<file path="config.mk">
export PLATFORM = sky130hd
export DESIGN_NAME = lifdr_ring
export DESIGN_NICKNAME = d
export VERILOG_FILES = /design/src/hdl/lifdr_pkg.sv /design/src/hdl/lifdr_ring.sv
export SDC_FILE = /design/constraint.sdc
export NUM_CORES = 1
export LEC_CHECK = 0
export BUFFER_PORTS_ARGS = -buffer_cell sky130_fd_sc_hd__buf_2
export CORE_MARGIN = 2
export CORE_UTILIZATION = 40
export CTS_BUF_LIST = sky130_fd_sc_hd__clkbuf_4
export CTS_CLUSTER_DIAMETER = 150
export DETAILED_ROUTE_END_ITERATION = 16
export PLACE_DENSITY = 0.67
export SKIP_CTS_REPAIR_TIMING = 1
export SYNTH_ARGS = -nofsm -noshare
export SYNTH_HDL_FRONTEND = slang
export SYNTH_SLANG_ARGS = --single-unit
</file>
<file path="constraint.sdc">
create_clock -name clock -period 4.45 [get_ports clock]
set_input_delay 1.1125 -clock clock [delete_from_list [all_inputs] [get_ports clock]]
set_output_delay 1.1125 -clock clock [all_outputs]
set_load 0.01 [all_outputs]
</file>
<file path="src/hdl/lifdr_pkg.sv">
// lifdr_pkg: shared constants, types, microcode program and arithmetic helpers
`default_nettype none
package lifdr_pkg;

   localparam int RING_DEPTH = 16;
   localparam int SLOT_W     = $clog2(RING_DEPTH);
   localparam int MOD_W      = $clog2(RING_DEPTH + 1);
   localparam int DIGIT_W    = 4;
   localparam int DIGITS     = 32 / DIGIT_W;
   localparam int DCNT_W     = $clog2(DIGITS);
   localparam int PROD_W     = 48;
   localparam int DRIVE_W    = 49;
   localparam int SUM_W      = 51;
   localparam int CSR_IDX_W  = 3;
   localparam int PC_W       = 4;

   typedef enum logic {
      ACT_ADVANCE = 1'b0,
      ACT_RECEIVE = 1'b1
   } action_type;

   typedef enum logic [CSR_IDX_W-1:0] {
      REG_DECAY       = 3'd0,
      REG_DRIVE_GAIN  = 3'd1,
      REG_EXT_CURRENT = 3'd2,
      REG_THRESHOLD   = 3'd3,
      REG_REFRACTORY  = 3'd4,
      REG_DELAY       = 3'd5
   } reg_index_type;

   typedef enum logic [3:0] {
      OP_NOP,
      OP_WAIT,
      OP_MODI,
      OP_MODS,
      OP_SPIKE,
      OP_REFR,
      OP_UPD,
      OP_RESP,
      OP_ACC
   } op_type;

   typedef enum logic [2:0] {
      C_NEXT,
      C_JUMP,
      C_DISPATCH,
      C_MOD_LOOP,
      C_IF_RECV,
      C_STEP_LOOP,
      C_HOLD
   } cond_type;

   typedef logic [PC_W-1:0] pc_type;

   typedef struct packed {
      op_type   op;
      cond_type cond;
      pc_type   target;
   } ucode_type;

   typedef struct packed {
      op_type op;
      logic   accept;
      logic   out_load;
   } ctrl_type;

   typedef struct packed {
      logic req_valid;
      logic req_recv;
      logic req_count_zero;
      logic is_recv;
      logic mod_more;
      logic steps_more;
      logic out_busy;
   } stat_type;

   typedef struct packed {
      logic        [15:0] decay;
      logic        [31:0] drive_gain;
      logic signed [31:0] ext_current;
      logic signed [31:0] threshold;
      logic        [15:0] refractory;
      logic        [3:0]  delay;
   } cfg_type;

   localparam cfg_type CFG_RESET = '{
      decay:       16'd65209,
      drive_gain:  32'd6540,
      ext_current: 32'sd0,
      threshold:   32'sd1310720,
      refractory:  16'd20,
      delay:       4'd15
   };

   localparam pc_type PC_WAIT  = 4'd0;
   localparam pc_type PC_MODI  = 4'd1;
   localparam pc_type PC_MODS  = 4'd2;
   localparam pc_type PC_BR    = 4'd3;
   localparam pc_type PC_SPIKE = 4'd4;
   localparam pc_type PC_REFR  = 4'd5;
   localparam pc_type PC_UPD   = 4'd6;
   localparam pc_type PC_RESP  = 4'd7;
   localparam pc_type PC_ACC   = 4'd8;

   localparam logic signed [SUM_W-1:0] SAT_MAX = SUM_W'(64'sd2147483647);
   localparam logic signed [SUM_W-1:0] SAT_MIN = SUM_W'(-64'sd2147483648);

   function automatic ucode_type ucode_rom(input pc_type pc);
      ucode_type w;
      case (pc)
         PC_WAIT:  w = '{op: OP_WAIT,  cond: C_DISPATCH,  target: PC_RESP};
         PC_MODI:  w = '{op: OP_MODI,  cond: C_NEXT,      target: PC_WAIT};
         PC_MODS:  w = '{op: OP_MODS,  cond: C_MOD_LOOP,  target: PC_MODS};
         PC_BR:    w = '{op: OP_NOP,   cond: C_IF_RECV,   target: PC_ACC};
         PC_SPIKE: w = '{op: OP_SPIKE, cond: C_NEXT,      target: PC_WAIT};
         PC_REFR:  w = '{op: OP_REFR,  cond: C_NEXT,      target: PC_WAIT};
         PC_UPD:   w = '{op: OP_UPD,   cond: C_STEP_LOOP, target: PC_SPIKE};
         PC_RESP:  w = '{op: OP_RESP,  cond: C_HOLD,      target: PC_WAIT};
         PC_ACC:   w = '{op: OP_ACC,   cond: C_JUMP,      target: PC_WAIT};
         default:  w = '{op: OP_NOP,   cond: C_JUMP,      target: PC_WAIT};
      endcase
      return w;
   endfunction

   function automatic logic [MOD_W-1:0] slot_modulus(input logic [3:0] delay);
      logic [4:0] d1;
      d1 = {1'b0, delay} + 5'd1;
      if (int'(d1) > RING_DEPTH) begin
         return MOD_W'(RING_DEPTH);
      end
      return MOD_W'(d1);
   endfunction

   function automatic logic signed [31:0] sat32(input logic signed [SUM_W-1:0] x);
      if (x > SAT_MAX) begin
         return 32'sh7fffffff;
      end else if (x < SAT_MIN) begin
         return 32'sh80000000;
      end
      return x[31:0];
   endfunction

endpackage
`default_nettype wire

</file>
<file path="src/hdl/lifdr_ring.sv">
// lifdr_ring: delay ring registers with per-slot valid bits
`default_nettype none
module lifdr_ring (
   input  wire logic                         clock,
   input  wire logic                         reset,
   input  wire logic [lifdr_pkg::SLOT_W-1:0] slot,
   input  wire logic                         wr_en,
   input  wire logic signed [31:0]           wr_data,
   output logic signed [31:0]                rd_data
);

   logic signed [31:0]               ring_ff [lifdr_pkg::RING_DEPTH];
   logic [lifdr_pkg::RING_DEPTH-1:0] valid_ff;

   assign rd_data = valid_ff[slot] ? ring_ff[slot] : '0;

   always_ff @(posedge clock) begin
      if (reset) begin
         valid_ff <= '0;
      end else if (wr_en) begin
         valid_ff[slot] <= 1'b1;
      end
   end

   always_ff @(posedge clock) begin
      if (wr_en) begin
         ring_ff[slot] <= wr_data;
      end
   end

endmodule
`default_nettype wire

</file>
Yosys cells after proc, flatten, opt, wreduce, memory -nomap -nowiden
Memory sizes are Yosys's and may differ from the RTL's.
Index checks and enable logic that the tools add are counted.
{"block": "classes", "n_reduce_logical": 1, "bitwise_logic": 1, "muxes": 7, "magnitude_cmp": 2}
{"cell": "32-bit 2-to-1 mux", "count": 1}
{"cell": "16-bit OR", "count": 1}
{"cell": "4-bit by 5-bit less-than comparator with 1-bit output (second input constant)", "count": 1}
{"cell": "1-bit binary-select mux with 4-bit select", "count": 1}
{"cell": "1-bit demux with 4-bit select", "count": 1}
{"cell": "4-bit by 1-bit >= comparator with 1-bit output (second input constant)", "count": 1}
{"cell": "1-bit 2-to-1 mux", "count": 4}
{"cell": "1-bit logical AND", "count": 1}
{"block": "totals", "inputBits": 39, "n_memories": 1, "ram_bits": 512, "ff_bits": 16, "word_cells": 13}
{"name": "ring_ff", "words": 16, "width": 32, "rd": 1, "rd_clocked_by_memory_dff": 0, "write_ports": 1, "line": "lifdr_ring.sv:12", "text": "logic signed [31:0] ring_ff [lifdr_pkg::RING_DEPTH];"}

Logic depth before layout (Yosys ltp)
{"block": "logic_depth", "word_depth": 5, "depth_mapped": 7, "mapped_depth_nobuf": 4}

Worst setup path after synthesis
Ideal clock, no wire load.
{"block": "synth_timing", "kind": "input-to-reg", "from": "input slot[0] in the netlist's numbering", "to": "memory ring_ff[2][0] (enable)", "path_slack_ns": -0.071, "path_buffers": 3, "stages": 5, "arrival_time_ns": 4.057, "setup_ns": 0.464, "cell_sequence": "buf_6 -> buf_6 -> buf_2 -> nand3b_1 -> nor3_1"}
{"element": "start, declared", "line": "lifdr_ring.sv:6", "text": "input wire logic [lifdr_pkg::SLOT_W-1:0] slot,"}
{"element": "end, declared", "line": "lifdr_ring.sv:12"}
Straight into the memory's write port.

Worst setup path after layout
{"block": "layout_timing", "from": "input slot[1] in the netlist's numbering", "to": "output rd_data[16]"}
{"block": "layout_via", "elab_chain_len": 3, "word_cells_on_any_way": 4, "cone_classes": "3 x mux; 1 x memory"}
{"element": "1-bit binary-select mux with 4-bit select", "line": "lifdr_ring.sv:15", "text": "assign rd_data = valid_ff[slot] ? ring_ff[slot] : '0;"}
{"element": "1-bit 2-to-1 mux (implied by the code)", "line": "lifdr_ring.sv:15"}
{"element": "32-bit 2-to-1 mux (*)", "line": "lifdr_ring.sv:15"}
{"element": "end, declared", "line": "lifdr_ring.sv:9", "text": "output logic signed [31:0] rd_data"}
Mark *: on every way between the ends. The rest lies on a longest branch, timed or not. The select of a mux whose other input is x is not followed.

==> run metrics <==
Leakage Power between 7 and 8 nW; adder-cell share of the synthesized area 0%; cell taking the most area after synthesis edfxtp_1; vias in the first global route 10500; worst r2r src valid_ff[10]; CTS sink cnt 528; RR Endpoint valid_ff[10]; row count 82; post-DP HPWL 23.6 mm; CP Max Fanout 45; power density cells 426 mW/mm²; Initial DRT Pass Iterations 4; fin crit period 4.13 ns; VDD IR max 0.000168 V; share of power burned in registers 56.2%; first-pass GRT wire length ~66 mm; Sw Ratio between 20% and 30%; Comb power frac roughly 5%; synth warn 0; Syn-to-layout area delta 16.2%; antenna violations before repair 5; Pint between 7 and 8 mW; clk slew on worst S/H paths 0.06 ns; syn_nets ~900; DR vias 9749; Mapped Cells 870; relative slew slack 53.5%; Initial Utilization 40.3%; multiplexer share of the synthesized area 14.8%; slew at the pin closest to its max-slew limit around 0.7 ns; port bufs 70; most frequent cell after synthesis edfxtp_1; CP required 3.34 ns; Synth Area in Compound Gates 3.85%; Clk Latency, worst-skew pair 0.78 ns; CTS max path bufs 3; setup slack at placement 0.349 ns; final WL 43.5 mm; layout cells sized above 1 43.4%; number of max-cap violations 0; Vias/cell roughly 5.4; class of the worst hold path flop to flop; sequential share of the synthesized area about four fifths; Worst path max stage delay 0.63 ns; top cells by count, synth 512 x edfxtp_1, 132 x mux4_2, 64 x a22oi_1, 45 x nor2_1, 30 x a21oi_2; CP Cell Sequence buf_6 > buf_4 > mux4_2 > a22oi_1 > a21oi_2 > buf_2; I/O pin count 71; Top Family by Delay on Critical Path buffers and inverters; Hold Startpoint valid_ff[11]; WS Path Type primary input to output pin; Avg WL per Cell 24.0 µm; status complete, no violations; number of synthesized flops with an enable pin 512; die area 0.0519 mm²; Yosys cell types 25; xor/xnor share of the synthesized area 0%; share of the synthesized area in the top cell type 76.7%; Yosys reg bits 528; die extent in y between 200 and 250 µm; worst reg2reg path depth 2; Net Switching 2.07 mW; worst path bufs/invs 3; die width around 230 µm; power share of the clock group 38.7%; TritonCTS clock tree built; Min-Delay Endpoint valid_ff[11]; Worst setup EP type output pin; RSZ-0062 raised after global routing no; slowest CP cell buf_4; mapped cell area ~0.02 mm²; total global routing overflow 0; asr flop ratio synth 0%; ANT nets after route 0; final setup TNS 0 ns; Setup violations, final 0; largest cells by area after synthesis edfxtp_1 77%, mux4_2 15%, a22oi_1 2.4%, dfxtp_1 1.6%, a21oi_2 1.3%; FMAX around 0.24 GHz; clk root buf clkbuf_4; Slew Limit Fails 0; post-route setup slack 0.320 ns; All-Layer GR Usage 17.1%; htree depth 4; initial DRC count 890; Avg Cell Area, Syn 23.0 µm²; post-synthesis simple-gate area fraction 1.39%; Hold Vio Cnt, Final 0; pin count of the biggest net entering global routing 62; startpoint types primary input; Nets 1102; RePlAce Congestion 0.710; r2r setup slk 3.85 ns; CTS buffer count 132; top_reg_cell synth edfxtp_1; Worst Hold Depth 2; ratio of final minimum period to clock period approximately 93%; DRC errors left 0; Core Area about 0.050 mm²; Setup Skew 0 ns; Crit path arrival time between 3 and 4 ns; Core Util, Final 46.8%; largest family of logic cells by synthesized area multiplexers
[power by group through the flow]
stage	clock network, mW	registers (mW)	logic, mW
final	3.84	5.57	0.508
after global routing	4.23	5.58	0.546
after detailed placement	0	5.68	0.515
after floorplan	0	5.67	0.303
after global placement	0	5.67	0.504
after CTS	3.96	5.57	0.515
[stage by stage]
step           power [mW]  instances  hold slack [ns]  instance area (µm²)
6_report             9.92       1816            0.470                23300
5_1_grt              10.4       1815            0.484                23300
4_1_cts              10.1       1814            0.473                23300
3_5_place_dp         6.19       1601            0.459                21700
3_3_place_gp         6.18       1601            0.448                21700
2_1_floorplan        5.98        870            0.435                20100
[routing by layer]
metal	track usage, %	wire length [µm]
met2	27.5	21700
met1	22.7	18300
met4	6.35	731
met5	0	27
met3	4.31	2760
[tightest hold or removal path, delay by kind of cell (launching register included)]
kind             cells  cell delay [ns]
AND/OR/NAND/NOR      2             0.12
flip-flops           1             0.32
[area by class of cell]
| cell class | instances | area, µm² |
|---|---|---|
| Antenna cell | 2 | 5.00 |
| Sequential cell | 528 | 15700 |
| Timing Repair Buffer | 111 | 986 |
| Clock buffer | 194 | 1460 |
| Clock inverter | 19 | 126 |
| Tap cell | 672 | 841 |
| Multi-Input combinational cell | 290 | 4180 |
| Fill cell | 4126 | 26500 |
[sequential cells by signal (all words and copies together) (netlist names)]
register,count
valid_ff,16
ring_ff,512
[placed cells by master, fill, tap and decap left out, types with 3 or more instances in the layout]
cell type / count
a21oi_2: 30
a22oi_1: 64
buf_12: 25
buf_2: 68
buf_4: 16
clkbuf_4: 194
clkinv_1: 12
dfxtp_1: 16
edfxtp_1: 512
inv_2: 3
mux4_2: 132
nor2_1: 32
nor2_4: 13
nor3_4: 4
[worst max path at each step]
stage | startpoint | to | slack (ns) | cells past startpoint
2_1_floorplan | slot[0] | ring_ff[12][0] | 0.63 | 5
3_3_place_gp | slot[1] | rd_data[16] | 0.33 | 6
3_5_place_dp | slot[1] | rd_data[16] | 0.35 | 6
4_1_cts | slot[1] | rd_data[16] | 0.35 | 6
5_1_grt | slot[1] | rd_data[16] | 0.25 | 6
6_report | slot[1] | rd_data[16] | 0.32 | 6
[cells by family after synthesis]
logic type             Yosys count
AOI/OAI and AO/OA               98
buffers and inverters           52
DFF                            528
muxes                          132
and+or+nand+nor                 60
Note: power is estimated with default switching activity, not from simulation.
