### config.mk
export PLATFORM = sky130hd
export DESIGN_NAME = lifdr_slot
export DESIGN_NICKNAME = d
export VERILOG_FILES = /design/src/hdl/lifdr_pkg.sv /design/src/hdl/lifdr_slot.sv
export SDC_FILE = /design/constraint.sdc
export NUM_CORES = 1
export LEC_CHECK = 0
export BUFFER_PORTS_ARGS = -buffer_cell sky130_fd_sc_hd__buf_2
export CAP_MARGIN = 20
export CORE_UTILIZATION = 59
export CTS_BUF_LIST = sky130_fd_sc_hd__clkbuf_4 sky130_fd_sc_hd__clkbuf_8
export DETAILED_ROUTE_END_ITERATION = 10
export PLACE_DENSITY_LB_ADDON = 0.12
export RECOVER_POWER = 50
export REMOVE_ABC_BUFFERS = 1
export SKIP_CTS_REPAIR_TIMING = 1
export SYNTH_ARGS = -nofsm -noshare
export SYNTH_HDL_FRONTEND = slang
export SYNTH_SLANG_ARGS = --single-unit
export TNS_END_PERCENT = 50
### constraint.sdc
create_clock -name clock -period 18.22 [get_ports clock]
set_input_delay 2.733 -clock clock [delete_from_list [all_inputs] [get_ports clock]]
set_output_delay 2.733 -clock clock [all_outputs]
set_load 0.05 [all_outputs]
### src/hdl/lifdr_pkg.sv
// lifdr_pkg: shared constants, types, microcode program and arithmetic helpers
`default_nettype none
package lifdr_pkg;

   localparam int RING_DEPTH = 16;
   localparam int SLOT_W     = $clog2(RING_DEPTH);
   localparam int MOD_W      = $clog2(RING_DEPTH + 1);
   localparam int DIGIT_W    = 4;
   localparam int DIGITS     = 32 / DIGIT_W;
   localparam int DCNT_W     = $clog2(DIGITS);
   localparam int PROD_W     = 48;
   localparam int DRIVE_W    = 49;
   localparam int SUM_W      = 51;
   localparam int CSR_IDX_W  = 3;
   localparam int PC_W       = 4;

   typedef enum logic {
      ACT_ADVANCE = 1'b0,
      ACT_RECEIVE = 1'b1
   } action_type;

   typedef enum logic [CSR_IDX_W-1:0] {
      REG_DECAY       = 3'd0,
      REG_DRIVE_GAIN  = 3'd1,
      REG_EXT_CURRENT = 3'd2,
      REG_THRESHOLD   = 3'd3,
      REG_REFRACTORY  = 3'd4,
      REG_DELAY       = 3'd5
   } reg_index_type;

   typedef enum logic [3:0] {
      OP_NOP,
      OP_WAIT,
      OP_MODI,
      OP_MODS,
      OP_SPIKE,
      OP_REFR,
      OP_UPD,
      OP_RESP,
      OP_ACC
   } op_type;

   typedef enum logic [2:0] {
      C_NEXT,
      C_JUMP,
      C_DISPATCH,
      C_MOD_LOOP,
      C_IF_RECV,
      C_STEP_LOOP,
      C_HOLD
   } cond_type;

   typedef logic [PC_W-1:0] pc_type;

   typedef struct packed {
      op_type   op;
      cond_type cond;
      pc_type   target;
   } ucode_type;

   typedef struct packed {
      op_type op;
      logic   accept;
      logic   out_load;
   } ctrl_type;

   typedef struct packed {
      logic req_valid;
      logic req_recv;
      logic req_count_zero;
      logic is_recv;
      logic mod_more;
      logic steps_more;
      logic out_busy;
   } stat_type;

   typedef struct packed {
      logic        [15:0] decay;
      logic        [31:0] drive_gain;
      logic signed [31:0] ext_current;
      logic signed [31:0] threshold;
      logic        [15:0] refractory;
      logic        [3:0]  delay;
   } cfg_type;

   localparam cfg_type CFG_RESET = '{
      decay:       16'd65209,
      drive_gain:  32'd6540,
      ext_current: 32'sd0,
      threshold:   32'sd1310720,
      refractory:  16'd20,
      delay:       4'd15
   };

   localparam pc_type PC_WAIT  = 4'd0;
   localparam pc_type PC_MODI  = 4'd1;
   localparam pc_type PC_MODS  = 4'd2;
   localparam pc_type PC_BR    = 4'd3;
   localparam pc_type PC_SPIKE = 4'd4;
   localparam pc_type PC_REFR  = 4'd5;
   localparam pc_type PC_UPD   = 4'd6;
   localparam pc_type PC_RESP  = 4'd7;
   localparam pc_type PC_ACC   = 4'd8;

   localparam logic signed [SUM_W-1:0] SAT_MAX = SUM_W'(64'sd2147483647);
   localparam logic signed [SUM_W-1:0] SAT_MIN = SUM_W'(-64'sd2147483648);

   function automatic ucode_type ucode_rom(input pc_type pc);
      ucode_type w;
      case (pc)
         PC_WAIT:  w = '{op: OP_WAIT,  cond: C_DISPATCH,  target: PC_RESP};
         PC_MODI:  w = '{op: OP_MODI,  cond: C_NEXT,      target: PC_WAIT};
         PC_MODS:  w = '{op: OP_MODS,  cond: C_MOD_LOOP,  target: PC_MODS};
         PC_BR:    w = '{op: OP_NOP,   cond: C_IF_RECV,   target: PC_ACC};
         PC_SPIKE: w = '{op: OP_SPIKE, cond: C_NEXT,      target: PC_WAIT};
         PC_REFR:  w = '{op: OP_REFR,  cond: C_NEXT,      target: PC_WAIT};
         PC_UPD:   w = '{op: OP_UPD,   cond: C_STEP_LOOP, target: PC_SPIKE};
         PC_RESP:  w = '{op: OP_RESP,  cond: C_HOLD,      target: PC_WAIT};
         PC_ACC:   w = '{op: OP_ACC,   cond: C_JUMP,      target: PC_WAIT};
         default:  w = '{op: OP_NOP,   cond: C_JUMP,      target: PC_WAIT};
      endcase
      return w;
   endfunction

   function automatic logic [MOD_W-1:0] slot_modulus(input logic [3:0] delay);
      logic [4:0] d1;
      d1 = {1'b0, delay} + 5'd1;
      if (int'(d1) > RING_DEPTH) begin
         return MOD_W'(RING_DEPTH);
      end
      return MOD_W'(d1);
   endfunction

   function automatic logic signed [31:0] sat32(input logic signed [SUM_W-1:0] x);
      if (x > SAT_MAX) begin
         return 32'sh7fffffff;
      end else if (x < SAT_MIN) begin
         return 32'sh80000000;
      end
      return x[31:0];
   endfunction

endpackage
`default_nettype wire

### src/hdl/lifdr_slot.sv
// lifdr_slot: digit-serial slot index unit and ring slot counter
`default_nettype none
module lifdr_slot (
   input  wire logic                          clock,
   input  wire logic                          reset,
   input  wire lifdr_pkg::ctrl_type           ctrl,
   input  wire logic [31:0]                   dividend,
   input  wire logic [lifdr_pkg::MOD_W-1:0]   modulus,
   output logic      [lifdr_pkg::SLOT_W-1:0]  slot,
   output logic                               more
);

   localparam int VW = lifdr_pkg::SLOT_W + lifdr_pkg::DIGIT_W + 1;

   logic [lifdr_pkg::SLOT_W-1:0] rem_ff, rem_in;
   logic [31:0]                  div_ff, div_in;
   logic [lifdr_pkg::DCNT_W-1:0] cnt_ff, cnt_in;
   logic [lifdr_pkg::MOD_W-1:0]  inc;

   function automatic logic [lifdr_pkg::SLOT_W-1:0] digit_step(
      input logic [lifdr_pkg::SLOT_W-1:0]  r,
      input logic [lifdr_pkg::DIGIT_W-1:0] d,
      input logic [lifdr_pkg::MOD_W-1:0]   m
   );
      logic [VW-1:0] v;
      logic [VW-1:0] t;
      v = VW'({r, d});
      for (int k = lifdr_pkg::DIGIT_W - 1; k >= 0; k--) begin
         t = VW'(m) << k;
         if (v >= t) begin
            v = v - t;
         end
      end
      return v[lifdr_pkg::SLOT_W-1:0];
   endfunction

   assign slot = rem_ff;
   assign more = cnt_ff != lifdr_pkg::DCNT_W'(lifdr_pkg::DIGITS - 1);
   assign inc  = lifdr_pkg::MOD_W'(rem_ff) + lifdr_pkg::MOD_W'(1);

   always_comb begin
      rem_in = rem_ff;
      div_in = div_ff;
      cnt_in = cnt_ff;
      case (ctrl.op)
         lifdr_pkg::OP_MODI: begin
            rem_in = '0;
            div_in = dividend;
            cnt_in = '0;
         end
         lifdr_pkg::OP_MODS: begin
            rem_in = digit_step(rem_ff, div_ff[31:32-lifdr_pkg::DIGIT_W], modulus);
            div_in = {div_ff[31-lifdr_pkg::DIGIT_W:0], {lifdr_pkg::DIGIT_W{1'b0}}};
            cnt_in = cnt_ff + lifdr_pkg::DCNT_W'(1);
         end
         lifdr_pkg::OP_UPD: begin
            // slot wraps at the modulus; step clock wrap restarts at slot zero
            rem_in = (inc == modulus || dividend == 32'hffffffff) ? '0
                   : inc[lifdr_pkg::SLOT_W-1:0];
         end
         default: begin
         end
      endcase
   end

   always_ff @(posedge clock) begin
      if (reset) begin
         cnt_ff <= '0;
      end else begin
         cnt_ff <= cnt_in;
      end
      rem_ff <= rem_in;
      div_ff <= div_in;
   end

endmodule
`default_nettype wire

### Word level (Yosys, flattened, before mapping)

Cells that the tools add are included.

* flip-flop bits (word level): 39
* output and inout bits: 5
* input bits: 45

* reduce and logical (&&, ||, !) cells: 3
* eq/ne operators: 6
* muxes and demuxes: 11
* $lt $le $gt $ge: 4
* add/subtract/negate cells: 6

Operators by type and width (number)
* $pmux 32 s2: 1
* $mux 9: 6
* $eq 32x32->1 const B: 1
* $pmux 4 s3: 1
* $ge 9x5->1: 1
* $ge 9x6->1: 1
* $ge 9x7->1: 1
* $sub 8x8->9: 1
* $sub 9x6->9: 1
* $sub 9x7->9: 1
* $eq 4x2->1 const B: 2
* $ge 8x8->1: 1
* $mux 4: 2
* $pmux 3 s2: 1
* $add 4x1->5 const B: 1
* $eq 5x5->1: 1
* $eq 4x3->1 const B: 1
* $sub 4x4->4: 1
* $add 3x1->3 const B: 1
* $ne 3x3->1 const B: 1
* $reduce_bool 3->1: 1
* $reduce_bool 2->1: 1
* $logic_or 1x1->1: 1

### Logic depth before layout (Yosys ltp)

* depth in word-level cells: 12
* depth in mapped cells: 33
* gate-level depth less buffers: 32

### Worst setup path after synthesis

No wires, ideal clock.

* path type: input to register
* start: input port modulus[3] (netlist bit)
* end: register rem_ff, in the netlist slot[0], data pin
* path slack: 8904 ps
* stages: 30
* setup time: 176 ps
* arrival time: 9140 ps
* path through: inv_1 -> ha_1 -> and4bb_1 -> nand4_2 -> or3b_1 -> buf_6 -> o21ai_0 -> inv_1 -> ha_1 -> nor2b_1 -> a311oi_1 -> o211ai_2 -> nor4_4 -> mux2i_1 -> ha_1 -> nor2b_1 -> o21a_1 -> o21ai_0 -> nand2_1 -> nor3b_2 -> mux2i_1 -> ha_1 -> a21o_1 -> a21o_1 -> a21oi_1 -> and2b_2 -> nor4_1 -> o21ai_1 -> and3_1 -> o32ai_1

* cells in the longest elaborated chain, start to end: 12
* elaborated cells between the ends (all ways): 19
* those cells by class: add/sub (4); order compare (4); eq/ne (1); mux (9); reduce/logical (1)

RTL lines
* start, declared: RTL line lifdr_slot.sv:8 `input wire logic [lifdr_pkg::MOD_W-1:0] modulus,`
* $sub 8x8->9 / $ge 8x8->1 (equally long branches): RTL line lifdr_slot.sv:31, lifdr_slot.sv:30
* $mux 9: RTL line lifdr_slot.sv:30 `if (v >= t) begin`
* $mux 9: RTL line lifdr_slot.sv:45 `case (ctrl.op)`
* $sub 9x7->9 / $ge 9x7->1 (equally long branches): RTL line lifdr_slot.sv:31, lifdr_slot.sv:30
* $mux 9: RTL line lifdr_slot.sv:30
* $mux 9: RTL line lifdr_slot.sv:45
* $sub 9x6->9 / $ge 9x6->1 (equally long branches): RTL line lifdr_slot.sv:31, lifdr_slot.sv:30
* $mux 9: RTL line lifdr_slot.sv:30
* $mux 9: RTL line lifdr_slot.sv:45
* $ge 9x5->1 / $sub 4x4->4 (equally long branches): RTL line lifdr_slot.sv:30, lifdr_slot.sv:31
* $mux 4: RTL line lifdr_slot.sv:30
* $pmux 4 s3 (*): RTL line lifdr_slot.sv:45
* named net rem_in, one bit: RTL line lifdr_slot.sv:15 `logic [lifdr_pkg::SLOT_W-1:0] rem_ff, rem_in;`
* end signal, assigned: RTL line lifdr_slot.sv:72 `rem_ff <= rem_in;`
* end, declared: RTL line lifdr_slot.sv:15

Mark *: on every way through the listed nets, which the timed path passes. The rest lies on a longest branch. The select of a mux whose other input is x is not followed.
A chain may end at the register's enable or synchronous reset.

### Worst setup path in the final report

* start: input port modulus[1] (netlist bit)
* end: register rem_ff, in the netlist slot[1], data pin

Same word-level chain as after synthesis.

==> qor.yml <==
drt:
  vias: 2627
  drt_wl_total_mm: 6.68
  ant_nets: 0
  first_pass_iters: 4
  wl_per_cell_um: 14.5
  viasPerCell: 5.69
  drc: 0
  drt_iter0_drc: 213
yosys:
  yosysSeqAreaShare_pct: 36.6
  ys_types: 63
  synth_seq_cells: 39
  synthAdderAreaFrac_pct: 11.8
  netlist.area_leader.share_pct: 34.7
  synth_area_leaders: "edfxtp_1, nand2_1, ha_1"
  synth_area_leader_cell: "edfxtp_1"
  yosysWarningCount: 0
  synth.mux.area_fraction_pct: 3.21
  synth_edf_count: 36
  synth_top_family_by_area: "simple AND/OR/NAND/NOR gates"
  synth_most_common_cell: "nand2_1"
  synth-xor-area-share_pct: 4.22
  synth_compound_area_share_pct: 13.6
  syn_avg_cell_area_um2: 9.06
  syn-cell-area_mm2: 0.00312
  synth-main-ff-cell: "edfxtp_1"
  async_flop_share_pct: 0
  synth.cells.most_frequent: "nand2_1, edfxtp_1, ha_1"
  synth-simple-area-share_pct: 26.7
  postSynthCellCount: 344
critical_path:
  rr_startpoint: "slot[2]$_DFFE_PP_"
  path_buf_inv: 3
  crit_type: "in -> reg"
  startpoint_type: "input pin"
  critPathMostFrequentCell: "ha_1"
  crit_required_ns: 18.30
  slowest_stage: "nor4_4"
  path_delay_family: "compound AO/OA/AOI/OAI gates"
  cpPeakStageDelay_ns: 0.60
  crit_path_start: "modulus[1]"
  worstPathMaxFanout: 10
  end_kind: "register"
  critical_path_arrival_ns: 10.49
cts:
  cts_tree: "yes"
  path_clk_slew_ns: 0.08
  cts_sinks: 39
  clk_latency_ns: 0.29
  cts_buffers: 5
  ctsHtreeMaxLevel: 2
  clockBufferDepth: 2
  cts_root_buf: "clkbuf_8"
hold_path:
  hold_path_class: "reg -> reg"
  min_from: "cnt_ff[1]$_SDFFE_PP0P_"
global_routing:
  grt_pass1_vias: 2499
  grt_max_degree: 36
  grt_overflow: 0
  grt_antenna_before_repair: 0
  grt_usage_pct: 25.5
  grt_pass1_wl_mm: 10.8
placed_design:
  routabilityCongestion: 0.892
  hpwl_mm: 5.20
  port_buffers: 47
  dp.cells: 454
floorplanning:
  ios: 50
  start_util_pct: 61.0
  die_y_um: 74.7
  fp.coreArea_mm2: 0.00511
  die_area_mm2: 0.00557
  rows: 26
  die_width_um: 74.7
timing:
  setup-tns-final_ns: 0
  setup_viol: 0
  skew_ns: 0.00418
  hold_viol_final: 0
  clock.fmax_mhz: 96.0
  fin_crit_ns: 10.42
  final_max_slew_viol_count: 30
  worst_slew_pin_slew_ns: 1.52
  relSlewSlack_pct: -1.32
  rsz0062_at_grt: "no"
  period_share_pct: 57.2
layout:
  syn_to_final_growth_pct: 12.3
  layout-drive-gt1-share_pct: 19.1
  n_antenna_cell: 0
  fin_util_pct: 68.5
  stdcell_count: 462
  fill_cells: 437
  fin_nets: 463
pwr:
  total_power_uw: 291
  ir_worst_vdd_v: 0.0000525
  p_leak_uw: 0.00156
  p_per_area_mw_per_mm2: 83.2
run_status:
  failed_checks: "capacitance limit, slew limit"
  status: "finished with violations"
run:
  drv_cap: 1
-- per-layer routing --
metal / vias to the layer above / part of all wire, % / track usage (%)
met2: 84 / 47 / 41.6
met4: 0 / 0.88 / 6.29
met5: - / 0 / 0
met3: 9 / 5.6 / 5.22
met1: 1208 / 46 / 35.0
li1: 1326 / - / -
-- where the power goes --
| group | internal [uW] | leakage [uW] | switching, uW |
|---|---|---|---|
| clock | 26.6 | 0.0000402 | 30.3 |
| sequential | 102 | 0.000356 | 1.80 |
| combinational | 57.9 | 0.00116 | 72.7 |
| total | 186 | 0.00156 | 105 |
-- layout make-up --
type                       instances  area (um^2)  area share [%]
clock inverter                     3         20.0           0.572
inverter                          20         75.1            2.15
sequential                        39         1140            32.6
multi-input combinational        275         1850            53.0
clock buffer                       5         68.8            1.97
tap                               70         87.6            2.50
timing repair buffer              50          251            7.19
-- per-stage QoR --
| step | hold slack [ns] | cell area, um^2 | worst slack (ns) |
|---|---|---|---|
| floorplan | 0.430 | 3070 | 8.92 |
| finish | 0.460 | 3500 | 7.80 |
| CTS | 0.463 | 3500 | 7.91 |
| detailed placement | 0.453 | 3420 | 7.64 |
| global route | 0.481 | 3500 | 7.25 |
| global placement | 0.441 | 3420 | 7.77 |
-- worst reg2reg max path, delay by kind of cell (launching register included) --
kind                       cells  cell delay [ns]
buffers and inverters          1             0.10
adders and majority gates      4             1.34
muxes                          2             0.67
and+or+nand+nor               11             2.84
DFF                            1             0.53
AOI/OAI and AO/OA             10             2.52
-- sequential cells by signal, indices dropped and copies added, names as in the netlist --
register,count
div_ff,32
slot,4
cnt_ff,3
-- placed cells by master, fill, tap and decap left out, drive strengths merged, types with 7 or more instances in the layout --
cell and instances:
nand4 13, edfxtp 36, buf 47, inv 19
clkbuf 8, ha 23, nand2 98, o21ai 10
nand3 7, a21oi 13, xnor2 9, nor2 11
-- path summary, 6_finish.rpt --
kind                                                to  slack (ns)  cells after the start
worst max-delay path                 slot[1]$_DFFE_PP_        7.80                     30
worst min-delay path            cnt_ff[1]$_SDFFE_PP0P_        0.46                      2
worst max register to register       slot[1]$_DFFE_PP_       10.03                     28
worst min register to register  cnt_ff[1]$_SDFFE_PP0P_        0.46                      2
-- cells by family (layout without fill, tap and decap cells) --
kind of cell	count (synthesis)	in the layout
adder cells (fa/ha/maj)	27	27
XOR/XNOR	15	15
AND/OR/NAND/NOR	170	170
multiplexers	9	9
AO/OA/AOI/OAI	54	54
buffers and inverters	30	78
flip-flops	39	39
Power figures use the tool's default switching activity.
