**src/hdl/lifdr_pkg.sv**
```systemverilog
// lifdr_pkg: shared constants, types, microcode program and arithmetic helpers
`default_nettype none
package lifdr_pkg;

   localparam int RING_DEPTH = 16;
   localparam int SLOT_W     = $clog2(RING_DEPTH);
   localparam int MOD_W      = $clog2(RING_DEPTH + 1);
   localparam int DIGIT_W    = 4;
   localparam int DIGITS     = 32 / DIGIT_W;
   localparam int DCNT_W     = $clog2(DIGITS);
   localparam int PROD_W     = 48;
   localparam int DRIVE_W    = 49;
   localparam int SUM_W      = 51;
   localparam int CSR_IDX_W  = 3;
   localparam int PC_W       = 4;

   typedef enum logic {
      ACT_ADVANCE = 1'b0,
      ACT_RECEIVE = 1'b1
   } action_type;

   typedef enum logic [CSR_IDX_W-1:0] {
      REG_DECAY       = 3'd0,
      REG_DRIVE_GAIN  = 3'd1,
      REG_EXT_CURRENT = 3'd2,
      REG_THRESHOLD   = 3'd3,
      REG_REFRACTORY  = 3'd4,
      REG_DELAY       = 3'd5
   } reg_index_type;

   typedef enum logic [3:0] {
      OP_NOP,
      OP_WAIT,
      OP_MODI,
      OP_MODS,
      OP_SPIKE,
      OP_REFR,
      OP_UPD,
      OP_RESP,
      OP_ACC
   } op_type;

   typedef enum logic [2:0] {
      C_NEXT,
      C_JUMP,
      C_DISPATCH,
      C_MOD_LOOP,
      C_IF_RECV,
      C_STEP_LOOP,
      C_HOLD
   } cond_type;

   typedef logic [PC_W-1:0] pc_type;

   typedef struct packed {
      op_type   op;
      cond_type cond;
      pc_type   target;
   } ucode_type;

   typedef struct packed {
      op_type op;
      logic   accept;
      logic   out_load;
   } ctrl_type;

   typedef struct packed {
      logic req_valid;
      logic req_recv;
      logic req_count_zero;
      logic is_recv;
      logic mod_more;
      logic steps_more;
      logic out_busy;
   } stat_type;

   typedef struct packed {
      logic        [15:0] decay;
      logic        [31:0] drive_gain;
      logic signed [31:0] ext_current;
      logic signed [31:0] threshold;
      logic        [15:0] refractory;
      logic        [3:0]  delay;
   } cfg_type;

   localparam cfg_type CFG_RESET = '{
      decay:       16'd65209,
      drive_gain:  32'd6540,
      ext_current: 32'sd0,
      threshold:   32'sd1310720,
      refractory:  16'd20,
      delay:       4'd15
   };

   localparam pc_type PC_WAIT  = 4'd0;
   localparam pc_type PC_MODI  = 4'd1;
   localparam pc_type PC_MODS  = 4'd2;
   localparam pc_type PC_BR    = 4'd3;
   localparam pc_type PC_SPIKE = 4'd4;
   localparam pc_type PC_REFR  = 4'd5;
   localparam pc_type PC_UPD   = 4'd6;
   localparam pc_type PC_RESP  = 4'd7;
   localparam pc_type PC_ACC   = 4'd8;

   localparam logic signed [SUM_W-1:0] SAT_MAX = SUM_W'(64'sd2147483647);
   localparam logic signed [SUM_W-1:0] SAT_MIN = SUM_W'(-64'sd2147483648);

   function automatic ucode_type ucode_rom(input pc_type pc);
      ucode_type w;
      case (pc)
         PC_WAIT:  w = '{op: OP_WAIT,  cond: C_DISPATCH,  target: PC_RESP};
         PC_MODI:  w = '{op: OP_MODI,  cond: C_NEXT,      target: PC_WAIT};
         PC_MODS:  w = '{op: OP_MODS,  cond: C_MOD_LOOP,  target: PC_MODS};
         PC_BR:    w = '{op: OP_NOP,   cond: C_IF_RECV,   target: PC_ACC};
         PC_SPIKE: w = '{op: OP_SPIKE, cond: C_NEXT,      target: PC_WAIT};
         PC_REFR:  w = '{op: OP_REFR,  cond: C_NEXT,      target: PC_WAIT};
         PC_UPD:   w = '{op: OP_UPD,   cond: C_STEP_LOOP, target: PC_SPIKE};
         PC_RESP:  w = '{op: OP_RESP,  cond: C_HOLD,      target: PC_WAIT};
         PC_ACC:   w = '{op: OP_ACC,   cond: C_JUMP,      target: PC_WAIT};
         default:  w = '{op: OP_NOP,   cond: C_JUMP,      target: PC_WAIT};
      endcase
      return w;
   endfunction

   function automatic logic [MOD_W-1:0] slot_modulus(input logic [3:0] delay);
      logic [4:0] d1;
      d1 = {1'b0, delay} + 5'd1;
      if (int'(d1) > RING_DEPTH) begin
         return MOD_W'(RING_DEPTH);
      end
      return MOD_W'(d1);
   endfunction

   function automatic logic signed [31:0] sat32(input logic signed [SUM_W-1:0] x);
      if (x > SAT_MAX) begin
         return 32'sh7fffffff;
      end else if (x < SAT_MIN) begin
         return 32'sh80000000;
      end
      return x[31:0];
   endfunction

endpackage
`default_nettype wire

```
**src/hdl/lifdr_seq.sv**
```systemverilog
// lifdr_seq: microcode sequencer with program counter and conditional jumps
`default_nettype none
module lifdr_seq (
   input  wire logic              clock,
   input  wire logic              reset,
   input  wire lifdr_pkg::stat_type stat,
   output lifdr_pkg::ctrl_type    ctrl
);

   lifdr_pkg::pc_type    pc_ff;
   lifdr_pkg::pc_type    pc_in;
   lifdr_pkg::ucode_type word;

   assign word          = lifdr_pkg::ucode_rom(pc_ff);
   assign ctrl.op       = word.op;
   assign ctrl.accept   = (word.op == lifdr_pkg::OP_WAIT) && stat.req_valid;
   assign ctrl.out_load = (word.op == lifdr_pkg::OP_RESP) && !stat.out_busy;

   always_comb begin
      pc_in = pc_ff + lifdr_pkg::PC_W'(1);
      case (word.cond)
         lifdr_pkg::C_NEXT: begin
            pc_in = pc_ff + lifdr_pkg::PC_W'(1);
         end
         lifdr_pkg::C_JUMP: begin
            pc_in = word.target;
         end
         lifdr_pkg::C_DISPATCH: begin
            if (!stat.req_valid) begin
               pc_in = pc_ff;
            end else if (!stat.req_recv && stat.req_count_zero) begin
               pc_in = word.target;
            end
         end
         lifdr_pkg::C_MOD_LOOP: begin
            if (stat.mod_more) begin
               pc_in = word.target;
            end
         end
         lifdr_pkg::C_IF_RECV: begin
            if (stat.is_recv) begin
               pc_in = word.target;
            end
         end
         lifdr_pkg::C_STEP_LOOP: begin
            if (stat.steps_more) begin
               pc_in = word.target;
            end
         end
         lifdr_pkg::C_HOLD: begin
            pc_in = stat.out_busy ? pc_ff : word.target;
         end
         default: begin
            pc_in = lifdr_pkg::PC_WAIT;
         end
      endcase
   end

   always_ff @(posedge clock) begin
      if (reset) begin
         pc_ff <= lifdr_pkg::PC_WAIT;
      end else begin
         pc_ff <= pc_in;
      end
   end

endmodule
`default_nettype wire

```
**config.mk**
```make
export PLATFORM = sky130hd
export DESIGN_NAME = lifdr_seq
export DESIGN_NICKNAME = d
export VERILOG_FILES = /design/src/hdl/lifdr_pkg.sv /design/src/hdl/lifdr_seq.sv
export SDC_FILE = /design/constraint.sdc
export NUM_CORES = 1
export LEC_CHECK = 0
export ABC_AREA = 1
export BUFFER_PORTS_ARGS = -buffer_cell sky130_fd_sc_hd__buf_2
export CORE_AREA = 3 3 54 56
export DETAILED_ROUTE_END_ITERATION = 8
export DIE_AREA = 0 0 57 59
export GPL_TIMING_DRIVEN = 0
export PLACE_DENSITY = 0.69
export SYNTH_ARGS = -nofsm -noshare
export SYNTH_HDL_FRONTEND = slang
export SYNTH_SLANG_ARGS = --single-unit
```
**constraint.sdc**
```tcl
create_clock -name clock -period 2.5 [get_ports clock]
set_clock_uncertainty 0.1 [all_clocks]
set_input_delay 0.75 -clock clock [delete_from_list [all_inputs] [get_ports clock]]
set_output_delay 0.75 -clock clock [all_outputs]
set_load 0.01 [all_outputs]
```
**After elaboration in Yosys (flattened, before gate mapping)**

Memories as Yosys holds them, arrays and structs flattened. A register that Yosys moved wholly into a read port is not among the register bits.
Cells that the tools add are included.

- Add/sub/neg operators: 1
- Equality and inequality tests: 10
- Multiplexer cells: 9
- Reduce and logical (&&, ||, !) cells: 7

Operator list:

| cell | count |
|---|---|
| $mux W4 | 8 |
| $pmux W4 S7 | 1 |
| $eq A3 B3 Y1 const B | 3 |
| $eq A3 B2 Y1 const B | 2 |
| $add A4 B1 Y4 const B | 1 |
| $eq A4 B1 Y1 const B | 1 |
| $eq A4 B3 Y1 const B | 1 |
| $ne A2 B2 Y1 const B | 2 |
| $eq A3 B1 Y1 const B | 1 |
| $logic_and A1 B1 Y1 | 3 |
| $logic_not A3 Y1 | 1 |
| $logic_not A1 Y1 | 2 |
| $reduce_and A2 Y1 | 1 |

- Register bits after elaboration: 4
- Bits in read-only memories: 176
- Input bits: 9
- Output and inout port bits: 6
- Word-level logic and storage cells: 29
- Memories kept: 1

Memories:

| name | depth | width | rd ports | clocked after Yosys merged registers in | wr ports | RTL line | text |
|---|---|---|---|---|---|---|---|
| (no name shown) | 16 | 11 | 1 | 1 | 0 | lifdr_pkg.sv:110 | `case (pc)` |

**Logic depth before layout (Yosys ltp)**

Gate-level depths: netlist of the first run.

- Depth in word-level cells: 7
- Depth in mapped cells: 15
- Mapped depth without buffers: 15

**Worst setup path before layout of the first run**

No wires, ideal clock.

- Path kind: in2reg
- Start: input stat[5] (netlist bit)
- End: register word[4] (netlist name)
- Setup time: 0.120 ns
- Data arrival time: 1.842 ns
- Required time: 2.280 ns
- Setup slack: 0.438 ns
- Stages: 12
- Buffers on the path: 0
- Cell sequence: inv_1 -> nand2_1 -> nand2_1 -> nand2_1 -> o21ai_0 -> inv_1 -> nand2_1 -> nand2_1 -> nand2_1 -> nand2_1 -> ha_1 -> or2_1

- Word-level cells in the longest chain between the ends: 7

Ends and longest elaborated chain:

| element | RTL line | text |
|---|---|---|
| start, declared | lifdr_seq.sv:6 | `input wire lifdr_pkg::stat_type stat,` |
| $logic_not A1 Y1 | lifdr_seq.sv:31 | `end else if (!stat.req_recv && stat.req_count_zero) begin` |
| $logic_and A1 B1 Y1 | lifdr_seq.sv:31 |  |
| $mux W4 | lifdr_seq.sv:31 |  |
| $mux W4 | lifdr_seq.sv:29 | `if (!stat.req_valid) begin` |
| $pmux W4 S7 | lifdr_seq.sv:21 | `case (word.cond)` |
| $mux W4 (no source line) (2 in series) | -- |  |

Every way passes these cells. The select of a mux whose other input is x is not followed.
A chain may end at the register's enable or synchronous reset.

==> reports/results.ini, run 1 <==
[critical_path]
cp_num_cells=3
cp.required_ns=1.65
cp_slowest_stage_delay_ns=0.24
r2r_start=word[6]
cp_common_cell=buf_2
crit_slowest_cell=nor4_1
worst_setup_path_end_kind=primary output
worstPathBufferInverterCount=2
crit_arrival_ns=1.26
cp-start-kind=primary input
cp-startpoint=stat[0]
reg2regPathDepth=13
crit_fanout=2
crit_type=primary input to primary output
path_delay_family=buffers and inverters
worstPathCellList=buf_2, nor4_1, buf_2

[sta]
rsz0062_at_grt=false
setup_viol=0
clock.fmax_mhz=473.8
worst_slew_pin_slew_ns=0.3373
setup_ws_ns=0.3894
period_needed_ns=2.111
finalMaxSlewViolations=0
slew_headroom_pct=77.48
finalCritPeriodShare_pct=84.43
hold_violations=0
setup_tns_ns=0

[power]
ir_drop_v=0.0006932
p_leak_uw=0.0006782
p_sw_share_pct=49.02
p_switching_uw=677.1
seqPwrFrac_pct=30.2
powerDensity_mw_per_mm2=1223
p_clk_share_pct=10.3
p_int_uw=704.3
pwr-share-comb_pct=59.5

[clocking]
clockBufferDepth=2
cts_hold_buf=0
cts_tree=yes
cts_made_buffers=3
cts_resized=0
path_clk_slew_ns=0.09
h-tree-depth=1
root_buffer=clkbuf_4
post_cts_buffers=0
clkSinkCount=15
clk_latency_ns=0.29

[floorplanning]
dieArea_sq_mm=0.003363
initial_core_util_pct=40.15
fp-row-count=18
io_pins=15
die_height_um=59
core_area_sq_mm=0.002477
die-width_um=57

[detailed_routing]
drc_errors=0
firstDrtPassIters=4
postRouteAntennaNets=0
vias_per_cell=4.578
drtIter0Drc=33
wl_per_cell_um=10.07
routed_wl_um=2055
num_vias=934

[global_routing]
grt_max_degree=10
antenna_found_initial=0
globalRouteOverflowTotal=0
first_global_vias=901
grt_first_pass_wirelength_um=3663
gr-usage-all-layers_pct=13.72

[yosys]
yosysSeqAreaShare_pct=30.19
syn_nets=169
synth-adder-area-share_pct=5.031
yosys_warnings=0
synth_cell_type_count=24
synth_top_family_by_area=simple AND/OR/NAND/NOR gates
synth-compound-area-share_pct=4.151
ys_ff_latch=15
avgSynthCellArea_sq_um=6.376
syn-cell-area_sq_um=994.7
yosys.area_share.simple_pct=45.41
synthCells=156
synth_mux_area_share_pct=0
synth_xor_area_share_pct=1.761

[cells_and_area]
antenna_cells=0
syn_to_final_growth_pct=13.58
drive_above_1_share_pct=24.14
final_nets=188

[placed_design]
dp_slack_ns=0.1405
hpwlAfterDp_um=1639
io_buffers=14
place_congestion=0.8297

[worst_hold_path]
hp-start=pc_ff[3]
holdPathStages=2
hold_path.class=register to register

[flow_run]
drv_cap=0

[outcome]
status=finished clean

==> cells in the mapped netlist <==
cell      number  area (sq um)
inv_4          1         6.260
or2_1          1         6.260
nand3b_1       1         7.510
dfxtp_1       15         300.3
inv_2          4         15.01
or2_0          1         6.260
o21ai_4        1         16.27
xnor2_1        1         8.760
inv_1         20         75.07
nor2_2         2         12.51
o21ai_0        1         5.000
nor2_4         1         11.26
nand3_2        3         30.03
xor2_1         1         8.760
nand2_2        6         37.54
nand2_1       57         214.0
a21oi_1        1         5.000
buf_4          5         37.54
nor2_1        12         45.04
ha_1           4         50.05
nor3_2         1         10.01
nor4_1         1         6.260
o21ai_1        3         15.01
nand3_1       13         65.06
==> routing by layer <==
layer	global-route usage [%]	vias to the layer above	wire length [um]
li1	-	504	-
met1	16.80	405	944
met2	24.47	20	996
met3	1.307	5	70
met4	5.960	0	44
met5	0	-	0
==> worst register-to-register path, cell delays in order (launching register included) <==
cell	delay, ns
dfxtp_1	0.48
inv_2	0.12
nand3_2	0.13
nor2_1	0.05
nor2_1	0.10
nand2_1	0.10
nand2_1	0.07
nand2_1	0.05
nand2_1	0.05
nand2_1	0.06
nand2_1	0.12
inv_2	0.07
ha_1	0.19
or2_1	0.24
==> flip-flops by register name, indices dropped and copies added (netlist names) <==
signal / flops
pc_ff: 4
word: 11
==> metrics by stage <==
stage	hold slack [ns]	total power, uW	utilization [%]	instances	instance area, sq um
after CTS	0.4482	1389	45.61	204	1130
after global placement	0.4246	1221	44.49	200	1102
after global routing	0.4883	1545	45.61	204	1130
final	0.4640	1381	45.61	204	1130
after detailed placement	0.4353	1241	44.49	200	1102
after floorplan	0.4014	1051	-	156	994.7
==> final cells by class <==
| class | instances | area (sq um) |
|---|---|---|
| Tap cell | 30 | 37.54 |
| Buffer | 5 | 37.54 |
| Fill cell | 268 | 1348 |
| Multi-Input combinational cell | 111 | 560.5 |
| Clock buffer | 3 | 22.52 |
| Inverter | 25 | 96.34 |
| Sequential cell | 15 | 300.3 |
| Timing Repair Buffer | 14 | 70.07 |
| Clock inverter | 1 | 5.005 |
==> power groups by stage <==
| stage | registers (uW) | logic (uW) | clock network, uW |
|---|---|---|---|
| floorplan | 400 | 651 | 0 |
| global placement | 420 | 801 | 0 |
| detailed placement | 424 | 818 | 0 |
| CTS | 418 | 826 | 146 |
| global route | 431 | 958 | 156 |
| finish | 418 | 822 | 142 |
==> logic make-up after synthesis <==
| group | after synthesis |
|---|---|
| AO/OA/AOI/OAI | 6 |
| XOR/XNOR | 2 |
| adder cells (fa/ha/maj) | 4 |
| buffers and inverters | 30 |
| flip-flops | 15 |
| AND/OR/NAND/NOR | 99 |
==> final timing paths <==
check                   to  slack (ns)
setup reg to reg   word[4]        0.46
hold reg to reg   pc_ff[3]        0.46
setup / recovery   ctrl[0]        0.39
hold / removal    pc_ff[3]        0.46
==> layout by cell type, fill, tap and decap left out, drive strengths merged, types with 2 or more instances in the layout <==
cell type  count
nor2          15
nand2         63
inv           25
buf           19
ha             4
o21ai          5
nand3         16
or2            2
clkbuf         3
dfxtp         15
Power figures use the tool's default switching activity.
==> run 2, diff against run 1 <==
PLACE_DENSITY = 0.71   (was 0.69)
clock period = 1.81 ns   (was 2.5 ns; I/O delays follow)
==> run 2 against run 1 <==
The run now ends with setup timing left. Routed wire length rose by 15%. Register-to-register slack got worse by 0.51 ns. Hold slack worse by 0.13 ns. Non-clock buffer count rose by 6. Global-route usage is 0.40 points higher. Critical endpoint is now word[4]. Largest cell class unchanged. Largest power group unchanged.
==> reports/results.ini, run 2 (synthesis gave the netlist of run 1 again) <==
[outcome]
status=finished with violations
violations=setup timing

[placed_design]
io_buffers=14
placed_cell_area_sq_mm=0.001110
dp_slack_ns=-0.2838
place_congestion=0.8187
hpwlAfterDp_um=1648

[floorplanning]
core_area_sq_mm=0.002477
dieArea_sq_mm=0.003363
fp-row-count=18
die-width_um=57
io_pins=15
initial_core_util_pct=40.15
die_height_um=59

[global_routing]
grt_max_degree=10
globalRouteOverflowTotal=0
first_global_vias=980
grt_first_pass_wirelength_um=3829
antenna_found_initial=0
gr-usage-all-layers_pct=14.12

[critical_path]
worstPathCellList=inv_2, nand3_4, nor2_1, nor2_1, nand2_1, nand2_1, nand2_1, nand2_1, nand2_2, nand2_4, inv_4, ha_4, or2_1
crit_fanout=7
cp_slowest_stage_delay_ns=0.42
r2r_start=word[4]
reg2reg_slack_ns=-0.05
worst_setup_path_end_kind=register
cp.required_ns=1.89
cp-start-kind=register
crit_type=register to register
reg2regPathDepth=13
cp_common_cell=nand2_1
crit_slowest_cell=dfxtp_4
timing.rr.end=word[4]
crit_arrival_ns=1.94

[cells_and_area]
most-common-layout-cells=nand2_1 (53), inv_1 (16), buf_2 (14)
antenna_cells=0
largest_register_ffs=11
utilization_pct=53.89
final_area_sq_mm=0.001335
syn_to_final_growth_pct=34.21
drive_above_1_share_pct=38.33
final_nets=194
final_common_cell=nand2_1

[detailed_routing]
num_vias=995
drtIter0Drc=45
vias_per_cell=4.738
postRouteAntennaNets=0
drc_errors=0
wl_per_cell_um=11.21
routed_wl_um=2355
firstDrtPassIters=4

[power]
ir_drop_v=0.001174
powerDensity_mw_per_mm2=1799
p_leak_uw=0.0007338
power_uw=2402

[sta]
finalMaxSlewViolations=0
slew_headroom_pct=80.36
setup_viol=6
hold_violations=0
setup_ws_ns=-0.04747
worst_slew_pin_slew_ns=0.2943
finalCritPeriodShare_pct=102.6
period_needed_ns=1.857
rsz0062_at_grt=true
setup_tns_ns=-0.2293
clock.fmax_mhz=538.4

[clocking]
clk_latency_ns=0.29
cts_tree=yes
root_buffer=clkbuf_4
clkSinkCount=15
clockBufferDepth=2
cts_hold_buf=0
h-tree-depth=1
path_clk_slew_ns=0.08
cts_made_buffers=3

[flow_run]
drv_cap=0

[worst_hold_path]
holdPathStages=2
hold_path.class=primary input to register
whs_endpoint=pc_ff[3]
hp-start=reset

==> run 2: area by class of cell <==
class / instances / area, sq um
well taps: 30 / 37.54
repair buffers: 20 / 126.4
clock buffers: 3 / 22.52
clock inverters: 1 / 5.005
flip-flops and latches: 15 / 311.5
multi-input cells: 111 / 675.6
plain buffers: 5 / 45.04
inverters: 25 / 111.4
fillers: 228 / 1142
==> run 2: report_power, final <==
| group | total, uW | switching, uW | internal (uW) |
|---|---|---|---|
| combinational | 1600 | 921 | 676 |
| clock | 194 | 112 | 82.4 |
| sequential | 611 | 127 | 484 |
==> run 2: per-stage QoR <==
step,hold slack (ns),cells
2_1_floorplan,0.4014,156
3_3_place_gp,0.4239,200
3_5_place_dp,0.4434,200
4_1_cts,0.3208,208
5_1_grt,0.3337,210
6_report,0.3301,210
==> run 2: worst max-delay path by stage <==
| stage | start | to | slack (ns) | cells past startpoint |
|---|---|---|---|---|
| after floorplan | stat[5] | word[4] | 0.02 | 12 |
| after global placement | stat[3] | word[4] | -0.25 | 15 |
| after detailed placement | stat[3] | word[4] | -0.28 | 15 |
| after CTS | word[5] | word[4] | -0.02 | 14 |
| after global routing | word[5] | word[4] | -0.19 | 14 |
| final | word[4] | word[4] | -0.05 | 13 |
==> run 2: worst max-delay path: cells and delay by family (launching register included) <==
family        cells  cell delay [ns]
simple gates     10             0.93
flops             1             0.42
buf+inv           2             0.14
fa+ha+maj         1             0.15
==> run 2: per-layer routing <==
layer	share of wire [%]	routed length, um	global-route usage, %
met5	0	0	0
met4	2.3	54	6.291
met3	2.5	59	1.743
met2	53	1239	26.10
met1	43	1002	16.24
==> run 2: repair_timing <==
| item | CTS | global route |
|---|---|---|
| pin swaps | 3 | 6 |
| gates resized for setup | 16 | 25 |
| endpoints found under the setup margin | 6 | 8 |
| setup buffers | 4 | 2 |
==> run 3, diff against run 2 <==
CORE_AREA = 3 3 42 72   (was 3 3 54 56)
DIE_AREA = 0 0 45 75   (was 0 0 57 59)
==> run 3 against run 2 <==
The run still ends with setup timing left. First-iteration DRC count decreased by 40%. Final cell count grew 0.48%. Non-clock buffer count rose by 5. Global-route usage up 1.0 points. Setup slack better by 0.046 ns. Combinational power is 3% higher. Critical path depth rose by 1. Sequential power is 1% higher. Critical path type unchanged. Critical endpoint is now word[2].
==> reports/results.ini, run 3 (synthesis gave the netlist of run 1 again) <==
[placed_design]
hpwlAfterDp_um=1655
placed_cell_area_sq_mm=0.001105
place_congestion=0.8928
io_buffers=14

[detailed_routing]
firstDrtPassIters=4
drtIter0Drc=27
wl_per_cell_um=10.74
routed_wl_um=2267
postRouteAntennaNets=0
vias_per_cell=4.768
num_vias=1006
drc_errors=0

[critical_path]
worstPathCellList=buf_12, inv_8, nor2_4, nand3_2, nand2_2, o21ai_2, nand2_1, nand2_1, nand2_2, nand2_4, buf_4, ha_2, nand3_2, nand2_1
crit_fanout=8
cp-start-kind=register
crit_arrival_ns=1.85
cp_slowest_stage_delay_ns=0.35
path_delay_family=simple AND/OR/NAND/NOR gates
crit_slowest_cell=dfxtp_2
cp_common_cell=nand2_1
worst_setup_path_end_kind=register
worstPathBufferInverterCount=3
cp.required_ns=1.85
crit_type=register to register

[sta]
setup_viol=1
period_needed_ns=1.811
clock.fmax_mhz=552.1
finalMaxSlewViolations=0
slew_headroom_pct=81.74
hold_violations=0
worst_slew_pin_slew_ns=0.2736
finalCritPeriodShare_pct=100.1
setup_ws_ns=-0.001312
rsz0062_at_grt=true

[global_routing]
met2_usage_pct=29.34
grt_max_degree=10
grt-busiest-layer=met2
first_global_vias=939
gr-usage-all-layers_pct=15.11
antenna_found_initial=0
grt_use_met3_pct=2.153
globalRouteOverflowTotal=0
grt_first_pass_wirelength_um=3739
grtUsageMet1_pct=13.58

[worst_hold_path]
hold_path.class=primary input to register

[cells_and_area]
final_nets=199
utilization_pct=54.96
antenna_cells=0
drive_above_1_share_pct=41.62
syn_to_final_growth_pct=39.37
seq_area_sq_um=310.3
multi_input_area_sq_um=679.4
largest_register_ffs=11
final_area_sq_mm=0.001386
final_common_cell=nand2_1
n_fill_cell=249
most-common-layout-cells=nand2_1 (49), inv_1 (19), buf_4 (14), buf_2 (14)

[floorplanning]
die_height_um=75
dieArea_sq_mm=0.003375
io_pins=15
initial_core_util_pct=39.43
die-width_um=45
fp-row-count=24
core_area_sq_mm=0.002522

[power]
powerDensity_mw_per_mm2=1824
ir_drop_v=0.0008063
p_leak_uw=0.0007852

[clocking]
h-tree-depth=1
cts_made_buffers=3
root_buffer=clkbuf_8
clkSinkCount=15
clockBufferDepth=2
path_clk_slew_ns=0.06
clk_latency_ns=0.25
cts_tree=yes
cts_hold_buf=0

[flow_run]
drv_cap=0

[outcome]
violations=setup timing
status=finished with violations

==> run 3: worst paths after layout <==
path,cells after the start,startpoint,to,slack (ns)
worst max register to register,14,word[5],word[2],-0.001
worst max-delay path,14,word[5],word[2],-0.001
worst min-delay path,2,reset,pc_ff[3],0.38
worst min register to register,2,pc_ff[3],pc_ff[3],0.46
==> run 3: metrics by stage <==
step | total power [uW] | hold slack [ns] | setup slack, ns | setup TNS [ns] | instances
detailed placement | 1717 | 0.4593 | -0.2451 | -1.321 | 196
floorplan | 1467 | 0.4014 | 0.01535 | 0 | 156
global route | 2772 | 0.3862 | -0.1076 | -0.7327 | 211
CTS | 2197 | 0.3854 | 0.008742 | 0 | 207
global placement | 1715 | 0.4604 | -0.2378 | -1.255 | 196
finish | 2529 | 0.3830 | -0.001312 | -0.001312 | 211
==> run 3: cell type report <==
class | instances | area share, %
buffer | 5 | 3.610
clock buffer | 3 | 2.978
sequential | 15 | 22.38
inverter | 25 | 8.033
multi-input combinational | 111 | 49.01
tap | 26 | 2.347
timing repair buffer | 25 | 11.28
clock inverter | 1 | 0.3610
==> run 3: power by group <==
part | internal (uW) | switching, uW | total (uW)
logic | 736 | 914 | 1650
registers | 484 | 135 | 620
clock network | 152 | 108 | 260
==> run 3: metal layers <==
layer | up-vias | wire length, um
li1 | 528 | -
met1 | 449 | 766
met2 | 19 | 1338
met3 | 10 | 62
met4 | 0 | 99
met5 | - | 0
==> run 3: timing repair <==
| action | CTS | global route |
|---|---|---|
| pin swaps | 3 | 18 |
| endpoints found under the setup margin | 6 | 10 |
| resized for setup | 16 | 27 |
| setup buffers | 7 | 4 |
